[src/design/digital_to_analog_axis_ramp_assert.svh]
// Assertion macros used by the digital to analog axis ramp controller.
`ifndef DIGITAL_TO_ANALOG_AXIS_RAMP_ASSERT_SVH
`define DIGITAL_TO_ANALOG_AXIS_RAMP_ASSERT_SVH

// Checks a property at every rising edge while the block is out of reset.
`define DAR_ASSERT_RST(lbl, clk, rstn, prop, msg) \
    lbl: assert property (@(posedge clk) disable iff (!rstn) prop) else $error(msg);

// Checks a property at every rising edge, reset included.
`define DAR_ASSERT_ALWAYS(lbl, clk, prop, msg) \
    lbl: assert property (@(posedge clk) prop) else $error(msg);

`endif

[src/design/dar_pkg.sv]
// Types, codes and constants shared by the axis ramp modules.
package dar_pkg;

    localparam int MAX_AXES    = 6;
    localparam int PORT_IW     = 3;
    localparam int AXIS_IW     = 3;
    localparam int ADDR_MW     = 6;
    localparam int VAL_W       = 16;
    localparam int RATE_W      = 16;
    localparam int ELAPSED_W   = 16;
    localparam int HELD_W      = 12;
    localparam int PORT_FW     = 2;
    localparam int IN_TDATA_W  = 32;
    localparam int OUT_TDATA_W = 104;
    localparam logic [RATE_W-1:0] RATE_RESET = 16'd256;
    localparam logic [31:0]       ROUND_HALF = 32'd128;

    typedef enum logic {
        FUNC_UPDATE = 1'b0,
        FUNC_TICK   = 1'b1
    } t_func;

    typedef enum logic [1:0] {
        DIR_NONE = 2'd0,
        DIR_NEG  = 2'd1,
        DIR_POS  = 2'd2,
        DIR_BOTH = 2'd3
    } t_dir;

    typedef struct packed {
        logic               accept;
        logic               mult;
        logic               sat;
        logic               rd_en;
        logic [ADDR_MW-1:0] addr;
        logic [PORT_IW-1:0] port;
        logic [AXIS_IW-1:0] axis;
        logic               emit;
        logic               last_port;
    } t_cmd;

    typedef struct packed {
        logic ramp_enabled;
        logic out_free;
    } t_status;

    function automatic logic signed [VAL_W-1:0] clamp_s16(input logic signed [17:0] v);
        logic signed [VAL_W-1:0] res;
        if (v > 18'sd32767) begin
            res = 16'sh7FFF;
        end else if (v < -18'sd32768) begin
            res = 16'sh8000;
        end else begin
            res = v[VAL_W-1:0];
        end
        return res;
    endfunction

endpackage

[src/design/dar_ram.sv]
// Generic single-port-write, single-port-read RAM with registered read data.
module dar_ram #(
    parameter int WIDTH = 16,
    parameter int DEPTH = 24,
    localparam int AW = (DEPTH > 1) ? $clog2(DEPTH) : 1
) (
    input  logic             i_clk,
    input  logic             i_we,
    input  logic [AW-1:0]    i_waddr,
    input  logic [WIDTH-1:0] i_wdata,
    input  logic             i_re,
    input  logic [AW-1:0]    i_raddr,
    output logic [WIDTH-1:0] o_rdata
);

    logic [WIDTH-1:0] r_mem [DEPTH];
    logic [WIDTH-1:0] r_rdata;

    always_ff @(posedge i_clk) begin
        if (i_we) begin
            r_mem[i_waddr] <= i_wdata;
        end
        if (i_re) begin
            r_rdata <= r_mem[i_raddr];
        end
    end

    assign o_rdata = r_rdata;

endmodule

[src/design/dar_ctrl.sv]
// Controller that sequences ticks over the ports and axes of the ramp datapath.
`include "digital_to_analog_axis_ramp_assert.svh"

module dar_ctrl import dar_pkg::*; #(
    parameter int PORTS         = 4,
    parameter int AXES_PER_PORT = 6
) (
    input  logic    i_clk,
    input  logic    i_rst_n,
    input  logic    i_in_valid,
    input  logic    i_in_func,
    output logic    o_in_ready,
    input  t_status i_status,
    output t_cmd    o_cmd
);

    localparam int NENT = PORTS * AXES_PER_PORT;
    localparam int AW   = (NENT > 1) ? $clog2(NENT) : 1;
    localparam int PW   = (PORTS > 1) ? $clog2(PORTS) : 1;
    localparam int KW   = (AXES_PER_PORT > 1) ? $clog2(AXES_PER_PORT) : 1;

    typedef enum logic [2:0] {
        S_IDLE,
        S_MULT,
        S_SAT,
        S_READ,
        S_DRAIN,
        S_EMIT
    } t_state;

    t_state        r_state;
    logic [AW-1:0] r_addr;
    logic [PW-1:0] r_p;
    logic [KW-1:0] r_k;
    logic          w_accept;
    logic          w_last_port;

    assign o_in_ready  = (r_state == S_IDLE);
    assign w_accept    = i_in_valid && o_in_ready;
    assign w_last_port = (r_p == PW'(PORTS - 1));

    always_comb begin
        o_cmd           = '0;
        o_cmd.accept    = w_accept;
        o_cmd.mult      = (r_state == S_MULT);
        o_cmd.sat       = (r_state == S_SAT);
        o_cmd.rd_en     = (r_state == S_READ);
        o_cmd.addr      = ADDR_MW'(r_addr);
        o_cmd.port      = PORT_IW'(r_p);
        o_cmd.axis      = AXIS_IW'(r_k);
        o_cmd.emit      = (r_state == S_EMIT) && i_status.out_free;
        o_cmd.last_port = w_last_port;
    end

    always_ff @(posedge i_clk) begin
        if (!i_rst_n) begin
            r_state <= S_IDLE;
            r_addr  <= '0;
            r_p     <= '0;
            r_k     <= '0;
        end else begin
            case (r_state)
                S_IDLE: begin
                    if (w_accept && (t_func'(i_in_func) == FUNC_TICK)
                            && i_status.ramp_enabled) begin
                        r_state <= S_MULT;
                    end
                end
                S_MULT: begin
                    r_state <= S_SAT;
                end
                S_SAT: begin
                    r_addr  <= '0;
                    r_p     <= '0;
                    r_k     <= '0;
                    r_state <= S_READ;
                end
                S_READ: begin
                    r_addr <= r_addr + AW'(1);
                    if (r_k == KW'(AXES_PER_PORT - 1)) begin
                        r_k     <= '0;
                        r_state <= S_DRAIN;
                    end else begin
                        r_k <= r_k + KW'(1);
                    end
                end
                S_DRAIN: begin
                    r_state <= S_EMIT;
                end
                S_EMIT: begin
                    if (i_status.out_free) begin
                        if (w_last_port) begin
                            r_state <= S_IDLE;
                        end else begin
                            r_p     <= r_p + PW'(1);
                            r_state <= S_READ;
                        end
                    end
                end
                default: begin
                    r_state <= S_IDLE;
                end
            endcase
        end
    end

    `DAR_ASSERT_ALWAYS(a_idle_after_reset, i_clk, $past(!i_rst_n) |-> (r_state == S_IDLE), "controller not idle after reset")
    `DAR_ASSERT_RST(a_no_read_when_ready, i_clk, i_rst_n, o_in_ready |-> !o_cmd.rd_en, "axis read issued while accepting requests")
    `DAR_ASSERT_RST(a_idle_after_last, i_clk, i_rst_n, (o_cmd.emit && w_last_port) |=> o_in_ready, "controller busy after final result")
    `DAR_ASSERT_RST(a_addr_in_range, i_clk, i_rst_n, o_cmd.rd_en |-> (int'(r_addr) < NENT), "axis address beyond the value store")

endmodule

[src/design/dar_dp.sv]
// Datapath of the axis ramp: held directions, step computation, axis update and result register.
module dar_dp import dar_pkg::*; #(
    parameter int PORTS         = 4,
    parameter int AXES_PER_PORT = 6
) (
    input  logic                   i_clk,
    input  logic                   i_rst_n,
    input  t_cmd                   i_cmd,
    output t_status                o_status,
    input  logic                   i_in_func,
    input  logic [IN_TDATA_W-1:0]  i_in_tdata,
    input  logic                   i_cfg_valid,
    input  logic [RATE_W-1:0]      i_cfg_data,
    output logic                   o_out_valid,
    input  logic                   i_out_ready,
    output logic [OUT_TDATA_W-1:0] o_out_tdata,
    output logic                   o_out_last
);

    localparam int NENT = PORTS * AXES_PER_PORT;
    localparam int AW   = (NENT > 1) ? $clog2(NENT) : 1;
    localparam int PW   = (PORTS > 1) ? $clog2(PORTS) : 1;
    localparam int KW   = (AXES_PER_PORT > 1) ? $clog2(AXES_PER_PORT) : 1;

    logic [PORT_FW-1:0]   w_port;
    logic [HELD_W-1:0]    w_held;
    logic [ELAPSED_W-1:0] w_elapsed;
    logic [PW-1:0]        w_pidx;
    logic [AXES_PER_PORT-1:0] w_hit;

    logic [RATE_W-1:0]        r_rate;
    logic                     r_enabled;
    logic [HELD_W-1:0]        r_held [PORTS];
    logic [AXES_PER_PORT-1:0] r_active [PORTS];
    logic [NENT-1:0]          r_written;
    logic [ELAPSED_W-1:0]     r_elapsed;
    logic [31:0]              r_prod;
    logic [VAL_W-1:0]         r_step;

    logic                     r_calc_vld;
    logic                     r_calc_wr;
    logic [AW-1:0]            r_calc_addr;
    logic [KW-1:0]            r_calc_k;
    logic [PW-1:0]            r_calc_p;
    logic signed [VAL_W-1:0]  r_row [AXES_PER_PORT];

    logic                     r_out_valid;
    logic [PORT_FW-1:0]       r_out_port;
    logic signed [VAL_W-1:0]  r_out_row [AXES_PER_PORT];
    logic                     r_out_last;

    logic [32:0]              w_sum;
    logic [24:0]              w_shift;
    logic [VAL_W-1:0]         w_rdata;
    logic signed [VAL_W-1:0]  w_cur;
    logic signed [17:0]       w_ext;
    logic signed [17:0]       w_stp;
    logic signed [17:0]       w_add;
    logic signed [17:0]       w_sub;
    logic                     w_act;
    t_dir                     w_dir;
    logic signed [VAL_W-1:0]  w_new;
    logic                     w_deact;

    assign w_port    = i_in_tdata[1:0];
    assign w_held    = i_in_tdata[13:2];
    assign w_elapsed = i_in_tdata[29:14];
    assign w_pidx    = PW'(w_port);

    genvar g;
    generate
        for (g = 0; g < AXES_PER_PORT; g++) begin : g_hit
            assign w_hit[g] = |w_held[2*g +: 2];
        end
    endgenerate

    assign w_sum   = {1'b0, r_prod} + {1'b0, ROUND_HALF};
    assign w_shift = w_sum[32:8];

    dar_ram #(
        .WIDTH(VAL_W),
        .DEPTH(NENT)
    ) u_values (
        .i_clk   (i_clk),
        .i_we    (r_calc_vld),
        .i_waddr (r_calc_addr),
        .i_wdata (w_new),
        .i_re    (i_cmd.rd_en),
        .i_raddr (AW'(i_cmd.addr)),
        .o_rdata (w_rdata)
    );

    always_comb begin
        w_cur   = r_calc_wr ? signed'(w_rdata) : '0;
        w_ext   = 18'(w_cur);
        w_stp   = signed'({2'b00, r_step});
        w_add   = w_ext + w_stp;
        w_sub   = w_ext - w_stp;
        w_act   = r_active[r_calc_p][r_calc_k];
        w_dir   = t_dir'(r_held[r_calc_p][{r_calc_k, 1'b0} +: 2]);
        w_new   = w_cur;
        w_deact = 1'b0;
        if (w_act) begin
            case (w_dir)
                DIR_POS: w_new = clamp_s16(w_add);
                DIR_NEG: w_new = clamp_s16(w_sub);
                default: begin
                    if (w_cur > 16'sd0) begin
                        w_new = (w_sub < 18'sd0) ? '0 : w_sub[VAL_W-1:0];
                    end else if (w_cur < 16'sd0) begin
                        w_new = (w_add > 18'sd0) ? '0 : w_add[VAL_W-1:0];
                    end else begin
                        w_deact = 1'b1;
                    end
                end
            endcase
        end
    end

    always_ff @(posedge i_clk) begin
        if (!i_rst_n) begin
            r_rate      <= RATE_RESET;
            r_enabled   <= 1'b0;
            r_written   <= '0;
            r_calc_vld  <= 1'b0;
            r_out_valid <= 1'b0;
            for (int i = 0; i < PORTS; i++) begin
                r_held[i]   <= '0;
                r_active[i] <= '0;
            end
        end else begin
            if (i_cfg_valid) begin
                r_rate <= i_cfg_data;
            end
            if (i_cmd.accept && (t_func'(i_in_func) == FUNC_UPDATE)) begin
                r_enabled <= 1'b1;
                if (int'(w_port) < PORTS) begin
                    r_held[w_pidx]   <= w_held;
                    r_active[w_pidx] <= r_active[w_pidx] | w_hit;
                end
            end
            r_calc_vld <= i_cmd.rd_en;
            if (r_calc_vld) begin
                r_written[r_calc_addr] <= 1'b1;
                if (w_deact) begin
                    r_active[r_calc_p][r_calc_k] <= 1'b0;
                end
            end
            if (i_cmd.emit) begin
                r_out_valid <= 1'b1;
            end else if (i_out_ready) begin
                r_out_valid <= 1'b0;
            end
        end
    end

    always_ff @(posedge i_clk) begin
        if (i_cmd.accept) begin
            r_elapsed <= w_elapsed;
        end
        if (i_cmd.mult) begin
            r_prod <= r_elapsed * r_rate;
        end
        if (i_cmd.sat) begin
            r_step <= (|w_shift[24:16]) ? 16'hFFFF : w_shift[15:0];
        end
        if (i_cmd.rd_en) begin
            r_calc_wr   <= r_written[AW'(i_cmd.addr)];
            r_calc_addr <= AW'(i_cmd.addr);
            r_calc_k    <= KW'(i_cmd.axis);
            r_calc_p    <= PW'(i_cmd.port);
        end
        if (r_calc_vld) begin
            r_row[r_calc_k] <= w_new;
        end
        if (i_cmd.emit) begin
            r_out_port <= i_cmd.port[PORT_FW-1:0];
            r_out_row  <= r_row;
            r_out_last <= i_cmd.last_port;
        end
    end

    assign o_status.ramp_enabled = r_enabled;
    assign o_status.out_free     = !r_out_valid || i_out_ready;

    assign o_out_valid = r_out_valid;
    assign o_out_last  = r_out_last;
    assign o_out_tdata[PORT_FW-1:0] = r_out_port;
    assign o_out_tdata[OUT_TDATA_W-1:PORT_FW + MAX_AXES*VAL_W] = '0;

    generate
        for (g = 0; g < MAX_AXES; g++) begin : g_pack
            if (g < AXES_PER_PORT) begin : g_used
                assign o_out_tdata[PORT_FW + g*VAL_W +: VAL_W] = r_out_row[g];
            end else begin : g_unused
                assign o_out_tdata[PORT_FW + g*VAL_W +: VAL_W] = '0;
            end
        end
    endgenerate

endmodule

[src/design/digital_to_analog_axis_ramp.sv]
// Top level of the axis ramp: held directions in, ramped stick values out per port.
// An update request is accepted in the idle state, and the block stays ready.
// A tick first forms the step (multiply, then saturate); then, for each port, it reads
// the port's axes one by one, drains the last read and emits the result once the output
// is free. Ticks are ignored until an update.
// Synchronous reset clears axis values, held directions and active bits; rate becomes 1.0.
module digital_to_analog_axis_ramp import dar_pkg::*; #(
    parameter int PORTS         = 4,
    parameter int AXES_PER_PORT = 6
) (
    input  logic                   i_clk,
    input  logic                   i_rst_n,
    input  logic                   s_axis_tvalid,
    output logic                   s_axis_tready,
    input  logic [IN_TDATA_W-1:0]  s_axis_tdata,  // port, held_bits, elapsed_ms
    input  logic                   s_axis_tuser,  // func
    input  logic                   i_cfg_valid,
    output logic                   o_cfg_ready,
    input  logic [RATE_W-1:0]      i_cfg_data,
    output logic                   m_axis_tvalid,
    input  logic                   m_axis_tready,
    output logic [OUT_TDATA_W-1:0] m_axis_tdata,  // out_port, stick1_x .. stick3_y
    output logic                   m_axis_tlast
);

    t_cmd    w_cmd;
    t_status w_status;

    assign o_cfg_ready = 1'b1;

    dar_ctrl #(
        .PORTS         (PORTS),
        .AXES_PER_PORT (AXES_PER_PORT)
    ) u_ctrl (
        .i_clk      (i_clk),
        .i_rst_n    (i_rst_n),
        .i_in_valid (s_axis_tvalid),
        .i_in_func  (s_axis_tuser),
        .o_in_ready (s_axis_tready),
        .i_status   (w_status),
        .o_cmd      (w_cmd)
    );

    dar_dp #(
        .PORTS         (PORTS),
        .AXES_PER_PORT (AXES_PER_PORT)
    ) u_dp (
        .i_clk       (i_clk),
        .i_rst_n     (i_rst_n),
        .i_cmd       (w_cmd),
        .o_status    (w_status),
        .i_in_func   (s_axis_tuser),
        .i_in_tdata  (s_axis_tdata),
        .i_cfg_valid (i_cfg_valid),
        .i_cfg_data  (i_cfg_data),
        .o_out_valid (m_axis_tvalid),
        .i_out_ready (m_axis_tready),
        .o_out_tdata (m_axis_tdata),
        .o_out_last  (m_axis_tlast)
    );

endmodule

[config.mk]
export PLATFORM = sky130hd
export DESIGN_NAME = digital_to_analog_axis_ramp
export DESIGN_NICKNAME = d
export VERILOG_FILES = /design/src/design/dar_pkg.sv /design/src/design/dar_ram.sv /design/src/design/dar_ctrl.sv /design/src/design/dar_dp.sv /design/src/design/digital_to_analog_axis_ramp.sv
export VERILOG_INCLUDE_DIRS = /design/src /design/src/design
export SDC_FILE = /design/constraint.sdc
export NUM_CORES = 1
export LEC_CHECK = 0
export BUFFER_PORTS_ARGS = -buffer_cell sky130_fd_sc_hd__buf_2
export CAP_MARGIN = 5
export CORE_ASPECT_RATIO = 0.7
export CORE_MARGIN = 2
export CORE_UTILIZATION = 54
export CTS_BUF_LIST = sky130_fd_sc_hd__clkbuf_8
export CTS_CLUSTER_DIAMETER = 60
export CTS_CLUSTER_SIZE = 14
export DETAILED_ROUTE_END_ITERATION = 12
export PLACE_DENSITY_LB_ADDON = 0.08
export SLEW_MARGIN = 20
export SYNTH_ARGS = -nofsm -noshare
export SYNTH_HDL_FRONTEND = slang
export SYNTH_SLANG_ARGS = --single-unit
[constraint.sdc]
create_clock -name i_clk -period 7.1 [get_ports i_clk]
set_input_delay 1.065 -clock i_clk [delete_from_list [all_inputs] [get_ports i_clk]]
set_output_delay 1.065 -clock i_clk [all_outputs]
set_load 0.02 [all_outputs]
==> impl_metrics.tcl <==
set metrics [dict create \
    die_area_sq_um 76800 \
    fin_util_pct 59.8 \
    vdd_drop_max_uv 157 \
    cts.sinks 793 \
    path_delay_family "adder cells" \
    htree_levels 3 \
    fmax_mhz 147 \
    end_kind "flip-flop" \
    start_kind "flip-flop" \
    setup_viol 0 \
    crit_chain "and2_1 -> fa_1 -> inv_1 -> fa_1 -> inv_1 -> fa_1 -> fa_1 -> fa_1 -> inv_1 -> fa_1 -> inv_1 -> ha_1 -> a21o_1 -> a21o_1 -> a21o_1 -> a22oi_2 -> a31oi_1 -> o221a_2 -> o41a_1 -> a21o_1 -> a21oi_1 -> xnor2_1" \
    cp_common_cell "fa_1" \
    grt.total_usage_pct 25.8 \
    drive_gt1_share_pct 17.9 \
    clockRootBuffer "clkbuf_8" \
    critPathKind "flip-flop to flip-flop" \
    wirelength_um 97100 \
    clk_pin_slew_ns 0.09 \
    drt_iter0_drc 2168 \
    pwr-share-comb_pct 26.1 \
    critical-path-slowest-cell "edfxtp_1" \
    switching_share_pct 30.6 \
    synth_area_sq_um 40300 \
    place_congestion 1.01 \
    pwr-share-clk_pct 23.4 \
    relSlewSlack_pct 31.1 \
    ys.flop_type "edfxtp_1" \
    top_usage_layer "met1" \
    slowest_delay_ns 0.63 \
    gr-total-overflow 0 \
    synth_seq_area_share_pct 57.1 \
    num_io_pins 162 \
    worst-path-buf-inv 4 \
    wl_per_cell_um 23.7 \
    drc 0 \
    skew_ns 0.0463 \
    finalPower_mw 10.8 \
    syn2layout_area_growth_pct 9.35 \
    netSwitchingPower_mw 3.30 \
    slew_violations 0 \
    port_buffers 152 \
    antenna_found_initial 3 \
    status "completed" \
    finalCritPeriodShare_pct 95.8 \
    finalNonFillerCells 4101 \
    yosys_register_bits 793 \
    multi_input_area_sq_um 15900 \
    ff2ff_setup_slack_ns 0.30 \
    p_leak_nw 16.5 \
    hpwl_um 66300 \
    synth_cell_types 87 \
    coreArea_sq_um 73600 \
    numCtsBuffers 70 \
    arrival_ns 7.27 \
    use_met3_pct 6.80 \
    fin_crit_ns 6.80 \
    clock_latency_ns 0.72 \
    nets 3482 \
    worst_pin_slew_ns 1.03 \
    synth_edf_count 711 \
    initial_core_util_pct 54.7 \
    rsz0062_at_grt "no" \
    met2_usage_pct 36.2 \
    fin_tns_setup_ns 0 \
    grt_pass1_vias 24000 \
    dp.cells 3991 \
    async_flop_share_pct 0 \
    timing.final.hold_violations 0 \
    synthCells 2881 \
    regArea_sq_um 23000 \
    met1_usage_pct 40.4 \
    avgSynthCellArea_sq_um 14.0 \
    max-cap-violations 0 \
    ant_nets 0 \
    grt_max_degree 108 \
    p_seq_share_pct 50.5 \
    fill_cells 5709 \
    clockBufferDepth 3 \
    vias 24200 \
    powerDensity_nw_per_um2 244 \
    die_h_um 233 \
    rows 83 \
    cts_tree "built" \
    internal_power_mw 7.47 \
    ctsHoldBuffers 0 \
    hp-class "flip-flop to flip-flop" \
    worstPathRequired_ns 7.57 \
    drt-vias-per-instance 5.90 \
    firstDrtPassIters 7 \
    grt_pass1_wl_um 147000 \
    path_max_fanout 9 \
    ys_warn_count 0 \
    chipWidth_um 330 \
]
## layout by cell type (no fill, tap or decap), types with 48 or more instances in the layout
cell,instances
ha_1,140
and2_1,186
nand2_1,221
dfxtp_1,76
fa_1,195
mux2i_1,48
inv_1,289
buf_4,102
nor2_1,201
clkbuf_8,70
edfxtp_1,711
buf_2,152
a21oi_1,99
mux4_2,140
## metal layers
layer / wire [um] / vias up
li1: - / 10700
met1: 45400 / 12400
met2: 40700 / 1028
met3: 9140 / 123
met4: 1930 / 0
met5: 0 / -
## cell usage after synthesis, types with 17 or more instances
cell type / number / share of area [%]
nand2_1: 221 / 2.1
nand2b_1: 17 / 0.26
clkbuf_1: 101 / 0.94
ha_1: 140 / 4.3
inv_1: 275 / 2.6
xnor2_1: 43 / 0.93
mux2i_1: 48 / 1.2
nand3_1: 29 / 0.36
nor2b_1: 19 / 0.30
and2_1: 186 / 2.9
o21ai_0: 44 / 0.55
nor3_1: 29 / 0.36
a31oi_1: 19 / 0.30
xor2_1: 18 / 0.39
mux4_2: 140 / 7.8
nor2_1: 219 / 2.0
a211oi_1: 17 / 0.32
fa_1: 195 / 9.7
a21oi_1: 99 / 1.2
dfxtp_1: 82 / 4.1
edfxtp_1: 711 / 53
## power by group through the flow
stage	sequential [mW]	clock, mW	combinational [mW]
after detailed placement	5.55	0	2.76
after CTS	5.44	2.59	2.78
after global placement	5.54	0	2.70
final	5.43	2.52	2.81
after floorplan	5.47	0	2.04
after global routing	5.45	2.76	3.24
## metrics by stage
stage,instance area (sq um),setup WS [ns],hold WS (ns)
2_1_floorplan,40300,0.768,0.400
3_3_place_gp,42700,0.193,0.401
3_5_place_dp,42700,0.0600,0.405
4_1_cts,43900,0.0566,0.406
5_1_grt,44100,0.0235,0.422
6_report,44100,0.300,0.399
## final timing paths
path                                    startpoint                   end  cells past startpoint
worst max-delay path            u_dp.r_elapsed[11]       u_dp.r_prod[31]                     22
worst max register to register  u_dp.r_elapsed[11]       u_dp.r_prod[31]                     22
worst min-delay path                u_dp.r_row[35]  u_dp.o_out_tdata[53]                      0
worst min register to register      u_dp.r_row[35]  u_dp.o_out_tdata[53]                      0
## state kept, by name (all words and copies together), names as in the netlist, 24 cells and up, named ones only
register / flops
u_dp.r_held: 48
u_dp.u_values.r_mem: 384
u_dp.r_active: 24
u_dp.r_written: 24
u_dp.r_prod: 25
u_dp.r_row: 96
u_dp.o_out_tdata: 96
## timing repair
item	CTS	global route
resized for setup	0	4
setup buffers	0	7
setup endpoints to repair	0	2
## kinds of logic (layout without fill, tap and decap cells)
logic type,after synthesis,in the layout,share of synthesized area [%]
AND/OR/NAND/NOR,783,783,9.37
adder cells (fa/ha/maj),335,335,14.0
multiplexers,198,198,9.30
AO/OA/AOI/OAI,307,307,5.00
XOR/XNOR,61,61,1.33
other,2,9,0.0186
flip-flops,793,793,57.1
buffers and inverters,402,638,3.87
## final cells by class
type                       count  share of cell area (%)
antenna                        2                  0.0114
clock buffer                  70                    2.19
clock inverter                31                   0.545
inverter                     277                    2.36
multi-input combinational   1691                    36.2
sequential                   793                    52.2
tap                          977                    2.77
timing repair buffer         260                    3.72
No activity file was read; power rests on OpenSTA's default activity.
